<file path="src/sv/sync_word_length_deframer_core_defines.svh">
// Assertion macros used by the deframer core.
`ifndef SYNC_WORD_LENGTH_DEFRAMER_CORE_DEFINES_SVH
`define SYNC_WORD_LENGTH_DEFRAMER_CORE_DEFINES_SVH
`ifndef ASSERT_OFF
`define SWLD_ASSERT(label, clk, rst, prop) \
   label: assert property (@(posedge clk) disable iff (rst) (prop)) \
      else $error("assertion failed");
`define SWLD_NEVER(label, clk, rst, cond) \
   label: assert property (@(posedge clk) disable iff (rst) !(cond)) \
      else $error("forbidden condition seen");
`else
`define SWLD_ASSERT(label, clk, rst, prop)
`define SWLD_NEVER(label, clk, rst, cond)
`endif
`endif

</file>
<file path="src/sv/swld_pkg.sv">
// Shared types and constants of the sync word deframer.
package swld_pkg;

   localparam logic [63:0] SYNC_RESET_VALUE = 64'h0708_0506_0304_0102;
   localparam int          SYNC_BYTES       = 8;
   localparam int          EMIT_W           = $clog2(SYNC_BYTES);
   localparam logic [31:0] HEADER_MIN_COUNT = 32'd16;
   localparam logic [31:0] LENGTH_OFFSET    = 32'd12;
   localparam logic [31:0] LENGTH_END       = 32'd16;
   localparam logic [31:0] START_COUNT      = 32'd8;

   typedef enum logic [1:0] {
      CELL_HOLD  = 2'd0,
      CELL_SHIFT = 2'd1,
      CELL_LOAD  = 2'd2
   } cell_op_type;

   typedef struct packed {
      logic        collecting;
      logic        last;
      logic [31:0] length;
   } frame_stat_type;

   typedef struct packed {
      logic [7:0]  data_byte;
      logic        frame_first;
      logic        frame_last;
      logic [31:0] declared_length;
   } rsp_type;

endpackage

</file>
<file path="src/sv/sync_word_length_deframer_core.sv">
// A request's first result is registered in the output buffer when it is accepted.
// Throughput: one byte per cycle while hunting or collecting and the output buffer
// has room; a sync match sends its first pattern byte directly and the other seven
// through the cell chain, and the request port is held off until all are pushed.
// A two-entry output buffer lets requests flow while one result waits.
// Synchronous reset returns to hunting with an empty window and the default pattern.
`include "sync_word_length_deframer_core_defines.svh"
module sync_word_length_deframer_core
   import swld_pkg::*;
(
   input  logic        clock,
   input  logic        reset,
   input  logic        csr_wr_en,
   input  logic [63:0] csr_wr_data,
   input  logic        req_valid,
   output logic        req_ready,
   input  logic [7:0]  req_rx_byte,
   output logic        rsp_valid,
   input  logic        rsp_ready,
   output logic [7:0]  rsp_data_byte,
   output logic        rsp_frame_first,
   output logic        rsp_frame_last,
   output logic [31:0] rsp_declared_length
);

   logic [63:0]       pattern_ff;
   logic [EMIT_W-1:0] emit_cnt_ff, emit_cnt_in;
   logic              main_valid_ff, main_valid_in;
   logic              skid_valid_ff, skid_valid_in;
   rsp_type           main_ff, main_in;
   rsp_type           skid_ff, skid_in;

   frame_stat_type    stat;
   cell_op_type       cell_op;
   logic [7:0]        cell_byte [SYNC_BYTES];
   logic [7:0]        cell_shift [SYNC_BYTES];
   logic [7:0]        cell_load [SYNC_BYTES];
   logic [SYNC_BYTES-1:0] cell_match;

   logic    emitting, out_room, accept, hunt_acc, coll_acc, sync_hit, emit_push, push, pop;
   rsp_type push_data;

   assign emitting  = (emit_cnt_ff != '0);
   assign out_room  = !skid_valid_ff;
   assign req_ready = out_room && !emitting;
   assign accept    = req_valid && req_ready;
   assign hunt_acc  = accept && !stat.collecting;
   assign coll_acc  = accept && stat.collecting;
   assign sync_hit  = hunt_acc && (&cell_match);
   assign emit_push = emitting && out_room;
   assign push      = sync_hit || coll_acc || emit_push;
   assign pop       = main_valid_ff && rsp_ready;

   always_comb begin
      if (sync_hit) begin
         cell_op = CELL_LOAD;
      end else if (emit_push || hunt_acc) begin
         cell_op = CELL_SHIFT;
      end else begin
         cell_op = CELL_HOLD;
      end
   end

   // Cell k sees window byte k; the newest byte enters at the top cell.
   // After a match the chain drains toward cell 0 and is left all zero.
   genvar k;
   generate
      for (k = 0; k < SYNC_BYTES; k++) begin : g_cell
         if (k == SYNC_BYTES - 1) begin : g_top
            assign cell_shift[k] = emitting ? 8'd0 : req_rx_byte;
            assign cell_load[k]  = 8'd0;
         end else begin : g_mid
            assign cell_shift[k] = cell_byte[k+1];
            assign cell_load[k]  = pattern_ff[8*(k+1) +: 8];
         end
         swld_cell u_cell (
            .clock        (clock),
            .reset        (reset),
            .op           (cell_op),
            .shift_in     (cell_shift[k]),
            .load_byte    (cell_load[k]),
            .pattern_byte (pattern_ff[8*k +: 8]),
            .byte_out     (cell_byte[k]),
            .match        (cell_match[k])
         );
      end
   endgenerate

   swld_frame u_frame (
      .clock   (clock),
      .reset   (reset),
      .start   (sync_hit),
      .step    (coll_acc),
      .rx_byte (req_rx_byte),
      .stat    (stat)
   );

   always_comb begin
      if (emit_push) begin
         push_data = '{data_byte: cell_byte[0], frame_first: 1'b0, frame_last: 1'b0,
                       declared_length: 32'd0};
      end else if (sync_hit) begin
         push_data = '{data_byte: pattern_ff[7:0], frame_first: 1'b1, frame_last: 1'b0,
                       declared_length: 32'd0};
      end else begin
         push_data = '{data_byte: req_rx_byte, frame_first: 1'b0, frame_last: stat.last,
                       declared_length: stat.last ? stat.length : 32'd0};
      end

      emit_cnt_in = emit_cnt_ff;
      if (sync_hit) begin
         emit_cnt_in = EMIT_W'(SYNC_BYTES - 1);
      end else if (emit_push) begin
         emit_cnt_in = emit_cnt_ff - 1'b1;
      end

      main_valid_in = main_valid_ff;
      main_in       = main_ff;
      skid_valid_in = skid_valid_ff;
      skid_in       = skid_ff;
      if (pop) begin
         if (skid_valid_ff) begin
            main_in       = skid_ff;
            main_valid_in = 1'b1;
            skid_valid_in = 1'b0;
            if (push) begin
               skid_in       = push_data;
               skid_valid_in = 1'b1;
            end
         end else begin
            main_valid_in = push;
            main_in       = push_data;
         end
      end else if (push) begin
         if (main_valid_ff) begin
            skid_in       = push_data;
            skid_valid_in = 1'b1;
         end else begin
            main_in       = push_data;
            main_valid_in = 1'b1;
         end
      end
   end

   always_ff @(posedge clock) begin
      if (reset) begin
         pattern_ff    <= SYNC_RESET_VALUE;
         emit_cnt_ff   <= '0;
         main_valid_ff <= 1'b0;
         skid_valid_ff <= 1'b0;
      end else begin
         if (csr_wr_en) begin
            pattern_ff <= csr_wr_data;
         end
         emit_cnt_ff   <= emit_cnt_in;
         main_valid_ff <= main_valid_in;
         skid_valid_ff <= skid_valid_in;
      end
   end

   always_ff @(posedge clock) begin
      main_ff <= main_in;
      skid_ff <= skid_in;
   end

   assign rsp_valid           = main_valid_ff;
   assign rsp_data_byte       = main_ff.data_byte;
   assign rsp_frame_first     = main_ff.frame_first;
   assign rsp_frame_last      = main_ff.frame_last;
   assign rsp_declared_length = main_ff.declared_length;

   `SWLD_ASSERT(a_hit_starts_emit, clock, reset,
      sync_hit |=> (emit_cnt_ff == EMIT_W'(SYNC_BYTES - 1)) && stat.collecting)
   `SWLD_NEVER(a_skid_without_main, clock, reset, skid_valid_ff && !main_valid_ff)
   `SWLD_ASSERT(a_chain_clear_after_emit, clock, reset,
      (!$past(reset) && $past(emit_cnt_ff) != '0 && emit_cnt_ff == '0) |->
         (cell_byte[SYNC_BYTES-1] == 8'd0 && cell_byte[1] == 8'd0))
   `SWLD_NEVER(a_last_outside_frame, clock, reset, stat.last && !stat.collecting)

endmodule

</file>
<file path="src/sv/swld_cell.sv">
// One byte cell of the sync window and emit shift chain.
module swld_cell
   import swld_pkg::*;
(
   input  logic        clock,
   input  logic        reset,
   input  cell_op_type op,
   input  logic [7:0]  shift_in,
   input  logic [7:0]  load_byte,
   input  logic [7:0]  pattern_byte,
   output logic [7:0]  byte_out,
   output logic        match
);

   logic [7:0] byte_ff;
   logic [7:0] byte_in;

   // The byte about to enter this cell is the window byte it checks.
   assign match    = (shift_in == pattern_byte);
   assign byte_out = byte_ff;

   always_comb begin
      case (op)
         CELL_HOLD:  byte_in = byte_ff;
         CELL_SHIFT: byte_in = shift_in;
         CELL_LOAD:  byte_in = load_byte;
         default:    byte_in = byte_ff;
      endcase
   end

   always_ff @(posedge clock) begin
      if (reset) begin
         byte_ff <= 8'd0;
      end else begin
         byte_ff <= byte_in;
      end
   end

endmodule

</file>
<file path="src/sv/swld_frame.sv">
// Frame byte counter and length field capture.
module swld_frame
   import swld_pkg::*;
(
   input  logic           clock,
   input  logic           reset,
   input  logic           start,
   input  logic           step,
   input  logic [7:0]     rx_byte,
   output frame_stat_type stat
);

   logic        collecting_ff, collecting_in;
   logic [31:0] count_ff, count_in;
   logic [31:0] length_ff, length_in;
   logic [31:0] length_upd;
   logic [31:0] count_next;
   logic        last;

   always_comb begin
      length_upd = length_ff;
      if (step && count_ff >= LENGTH_OFFSET && count_ff < LENGTH_END) begin
         case (count_ff[1:0])
            2'd0:    length_upd[7:0]   = length_ff[7:0]   | rx_byte;
            2'd1:    length_upd[15:8]  = length_ff[15:8]  | rx_byte;
            2'd2:    length_upd[23:16] = length_ff[23:16] | rx_byte;
            2'd3:    length_upd[31:24] = length_ff[31:24] | rx_byte;
            default: length_upd = length_ff;
         endcase
      end
      // The count saturates so that a huge length still ends the frame.
      count_next = (&count_ff) ? count_ff : count_ff + 32'd1;
      last = step && (count_next >= HEADER_MIN_COUNT) && (count_next >= length_upd);

      collecting_in = collecting_ff;
      count_in      = count_ff;
      length_in     = length_ff;
      if (start) begin
         collecting_in = 1'b1;
         count_in      = START_COUNT;
         length_in     = 32'd0;
      end else if (last) begin
         collecting_in = 1'b0;
         count_in      = 32'd0;
         length_in     = 32'd0;
      end else if (step) begin
         count_in  = count_next;
         length_in = length_upd;
      end
   end

   assign stat.collecting = collecting_ff;
   assign stat.last       = last;
   assign stat.length     = length_upd;

   always_ff @(posedge clock) begin
      if (reset) begin
         collecting_ff <= 1'b0;
         count_ff      <= 32'd0;
         length_ff     <= 32'd0;
      end else begin
         collecting_ff <= collecting_in;
         count_ff      <= count_in;
         length_ff     <= length_in;
      end
   end

endmodule

</file>
<file path="config.mk">
export PLATFORM = sky130hd
export DESIGN_NAME = sync_word_length_deframer_core
export DESIGN_NICKNAME = d
export VERILOG_FILES = /design/src/sv/swld_pkg.sv /design/src/sv/sync_word_length_deframer_core.sv /design/src/sv/swld_cell.sv /design/src/sv/swld_frame.sv
export VERILOG_INCLUDE_DIRS = /design/src /design/src/sv
export SDC_FILE = /design/constraint.sdc
export NUM_CORES = 1
export LEC_CHECK = 0
export CAP_MARGIN = 20
export CORE_ASPECT_RATIO = 0.8
export CORE_MARGIN = 2
export CORE_UTILIZATION = 63
export CTS_CLUSTER_SIZE = 30
export DETAILED_ROUTE_END_ITERATION = 7
export DONT_BUFFER_PORTS = 1
export GPL_ROUTABILITY_DRIVEN = 0
export PLACE_DENSITY = 0.79
export SKIP_CTS_REPAIR_TIMING = 1
export SLEW_MARGIN = 20
export SYNTH_ARGS = -nofsm -noshare
export SYNTH_HDL_FRONTEND = slang
export SYNTH_SLANG_ARGS = --single-unit
</file>
<file path="constraint.sdc">
create_clock -name clock -period 8 [get_ports clock]
set_input_delay 1.6 -clock clock [delete_from_list [all_inputs] [get_ports clock]]
set_output_delay 1.6 -clock clock [all_outputs]
set_load 0.05 [all_outputs]
</file>
==> flow_summary_export.csv <==
group,metric,value,unit
global_route,antenna_found_initial,0,
drt,drt_iter0_markers,1474,
synthesis,syn_avg_cell_area,9.79,sq um
finish,drive_above_1_share,8.39,%
pwr,p_clk_share,29.9,%
die,start_util,64.7,%
critical_path,r2r-start,"emit_cnt_ff[0]",
synthesis,syn-instance-count,1442,
finish,antenna_cells,0,
pwr,power_frac_comb,17.5,%
critical_path,cp_num_buf_inv,4,
critical_path,path_max_fanout,45,
sta,post-route-period-util,77.0,%
drt,vias,10900,
pwr,p_sw,1.68,mW
drt,wl_per_cell,21.3,um
clock_tree,cts_max_level,1,
critical_path,critical_path.max_stage_delay,0.91,ns
critical_path,rr_worst_depth,18,
clock_tree,cts_buffers,28,
finish,nets,1486,
worst_hold_path,hold_path_class,"reg2reg",
clock_tree,clockRootBuffer,"clkbuf_16",
pwr,p_int,2.95,mW
sta,fmax,162,MHz
finish,synthToLayoutAreaGrowth,7.10,%
global_route,grt_max_degree,132,
pwr,leakagePower,5.64,nW
synthesis,syn_area,14100,sq um
critical_path,endpoint_kind,"flop",
synthesis,postSynth.asyncResetShare,0,%
drt,avgViaCountPerCell,6.41,
die,core,21800,sq um
sta,hold_viol,0,
critical_path,cp_cell_sequence,"inv_1 -> ha_1 -> nor3b_2 -> nand3_1 -> buf_4 -> nor3_1 -> and2_1 -> a21oi_1 -> ha_1 -> and4_1 -> nand4_1 -> or4_1 -> a211oi_1 -> and3_1 -> o22ai_4 -> inv_2 -> buf_4 -> nor3_1",
sta,tightest_slew,1.11,ns
sta,finalSetupViolCount,0,
clock_tree,clkSlewWorstSetupHoldPaths,0.06,ns
sta,min_period,6.16,ns
critical_path,path_delay_family,"simple AND/OR/NAND/NOR gates",
worst_hold_path,whs_path_depth,2,
synthesis,ys_types,66,
placed_design,hpwl,25.0,mm
critical_path,slowest_stage,"nor3b_2",
critical_path,r2r_end,"u_frame.count_ff[4]",
global_route,grt_overflow_total,0,
sta,skew,0.0278,ns
job,maxCapViolCount,0,
sta,relSlewSlack,25.7,%
drt,wirelength,36.2,mm
finish,final_cell_mix,"198 x dfxtp_1, 189 x nor2_1, 110 x mux2i_1, 84 x edfxtp_1, 78 x xor2_1",
pwr,swShare,36.3,%
drt,route.detailed.drc,0,
synthesis,synth_edf_count,84,
sta,rsz0062_at_grt,"false",
pwr,finalPower,4.63,mW
placed_design,port_buffers,0,
worst_hold_path,hold_path_end,"g_cell[0].u_cell.byte_out[4]",
pwr,sequentialPowerShare,52.7,%
die,die_w,171,um
synthesis,synth_fp_nets,1555,
critical_path,start_kind,"flop",
drt,dr.pass1.iters,8,
finish,final_common_cell,"dfxtp_1",
clock_tree,clock_latency,0.56,ns
global_route,grt_pass1_vias,9893,
critical_path,worstPathRequired,8.39,ns
worst_hold_path,hold_path_startpoint,"g_cell[0].u_cell.byte_out[4]",
die,die_area,23600,sq um
critical_path,path_class,"reg2reg",
synthesis,synthFlopType,"dfxtp_1",
die,ioPinCount,121,
critical_path,rrSetupSlack,1.84,ns
pwr,peakVddDrop,0.216,mV
critical_path,arrival,6.55,ns
pwr,power-per-cell-area,306,nW/um^2
sta,final_max_slew_viol_count,0,
synthesis,ys_ff_latch,282,
clock_tree,cts_tree,"done",
global_route,grt_pass1_wl,56.2,mm
drt,ant_nets,0,
synthesis,synth-warning-count,0,
die,die-height,138,um
global_route,grtUsageTotal,30.6,%
clock_tree,clock_sinks,282,
die,rows,48,
sta,whs,0.498,ns
clock_tree,max-clock-path-buffers,3,
synthesis,yosysSeqAreaShare,46.0,%
sta,tns,0,ns
outcome,status,"complete, no violations",
-- cell usage after synthesis (3+ instances only) --
| cell | instances | area (sq um) |
|---|---|---|
| a31oi_1 | 9 | 56.3 |
| nand2b_1 | 6 | 37.5 |
| a211o_1 | 14 | 123 |
| nand2_1 | 77 | 289 |
| nor3_2 | 37 | 370 |
| a211oi_1 | 60 | 450 |
| a21o_1 | 17 | 128 |
| dfxtp_1 | 198 | 3960 |
| o21ai_0 | 47 | 235 |
| a2111oi_0 | 3 | 26.3 |
| nand4_1 | 22 | 138 |
| nor3_1 | 55 | 275 |
| ha_1 | 36 | 450 |
| mux2i_1 | 110 | 1100 |
| mux2_2 | 8 | 90.1 |
| nor4bb_1 | 4 | 40.0 |
| nor2b_1 | 15 | 93.8 |
| nor2_1 | 189 | 709 |
| buf_6 | 5 | 56.3 |
| clkbuf_1 | 65 | 244 |
| or3_1 | 4 | 25.0 |
| and2_1 | 7 | 43.8 |
| and3_1 | 10 | 62.6 |
| and4_1 | 14 | 123 |
| edfxtp_1 | 84 | 2520 |
| buf_2 | 33 | 165 |
| a21oi_1 | 51 | 255 |
| buf_1 | 5 | 18.8 |
| o22ai_1 | 5 | 31.3 |
| nor4_1 | 31 | 194 |
| or4_1 | 4 | 30.0 |
| inv_1 | 13 | 48.8 |
| xor2_1 | 78 | 683 |
| nand3_1 | 21 | 105 |
| a22o_1 | 15 | 131 |
| xnor2_1 | 49 | 429 |
-- layout make-up --
class	instances	area [sq um]
clock buffer	34	733
clock inverter	18	238
fill	1684	6690
inverter	14	52.6
multi-input combinational	1035	7140
sequential	282	6490
tap	300	375
timing repair buffer	12	90.1
-- worst register-to-register path: cells and delay by family, from the launching register on --
| family | cells | cell delay, ns |
|---|---|---|
| compound gates | 3 | 0.48 |
| flops | 1 | 0.32 |
| buf+inv | 4 | 1.57 |
| simple gates | 9 | 3.06 |
| fa+ha+maj | 2 | 0.56 |
-- layer usage --
layer | routed length (um) | track usage [%] | vias up | part of all wire [%]
met2 | 13900 | 40.9 | 615 | 39
met4 | 738 | 6.78 | 0 | 2.0
met3 | 4580 | 7.42 | 67 | 13
met1 | 16900 | 48.9 | 5132 | 47
met5 | 0 | 0 | - | 0
li1 | - | - | 5059 | -
-- worst max-delay path by stage --
stage                               from              endpoint  slack [ns]  cells after the start
after floorplan           req_rx_byte[5]      rsp_data_byte[0]        1.87                     11
after global placement         req_valid  u_frame.count_ff[26]        2.03                     15
after detailed placement       req_valid  u_frame.count_ff[26]        1.92                     15
after CTS                 emit_cnt_ff[0]   u_frame.count_ff[4]        1.90                     18
after global routing      emit_cnt_ff[0]   u_frame.count_ff[4]        1.41                     18
final                     emit_cnt_ff[0]   u_frame.count_ff[4]        1.84                     18
-- power groups by stage --
stage / clock, mW / combinational, mW / sequential [mW]
after floorplan: 0 / 0.606 / 2.40
after global placement: 0 / 0.755 / 2.45
after detailed placement: 0 / 0.775 / 2.46
after CTS: 1.39 / 0.788 / 2.43
after global routing: 1.45 / 0.880 / 2.47
final: 1.38 / 0.808 / 2.44
-- metrics by stage --
step                util [%]  cells  setup WS (ns)  cell area, sq um
floorplan                  -   1442           1.87             14100
global placement        64.8   1643           2.03             14100
detailed placement      64.8   1643           1.92             14100
CTS                     69.3   1695           1.90             15100
global route            69.3   1695           1.41             15100
finish                  69.3   1695           1.84             15100
-- cell families after synthesis --
kind of cell	synth area share (%)
muxes	8.44
xor gates and xnor gates	7.88
DFF	46.0
buffers and inverters	3.93
and+or+nand+nor	18.9
adders and majority gates	3.19
AOI/OAI and AO/OA	11.7
-- flip-flops by register name, indices dropped and copies added, names as in the netlist --
name,count
g_cell.u_cell.byte_out,64
pattern_ff,64
skid_ff,42
rsp_declared_length,32
u_frame.count_ff,32
u_frame.length_ff,32
rsp_data_byte,8
emit_cnt_ff,3
rsp_frame_first,1
rsp_frame_last,1
rsp_valid,1
skid_valid_ff,1
u_frame.collecting_ff,1
No activity file was read; power rests on OpenSTA's default activity.
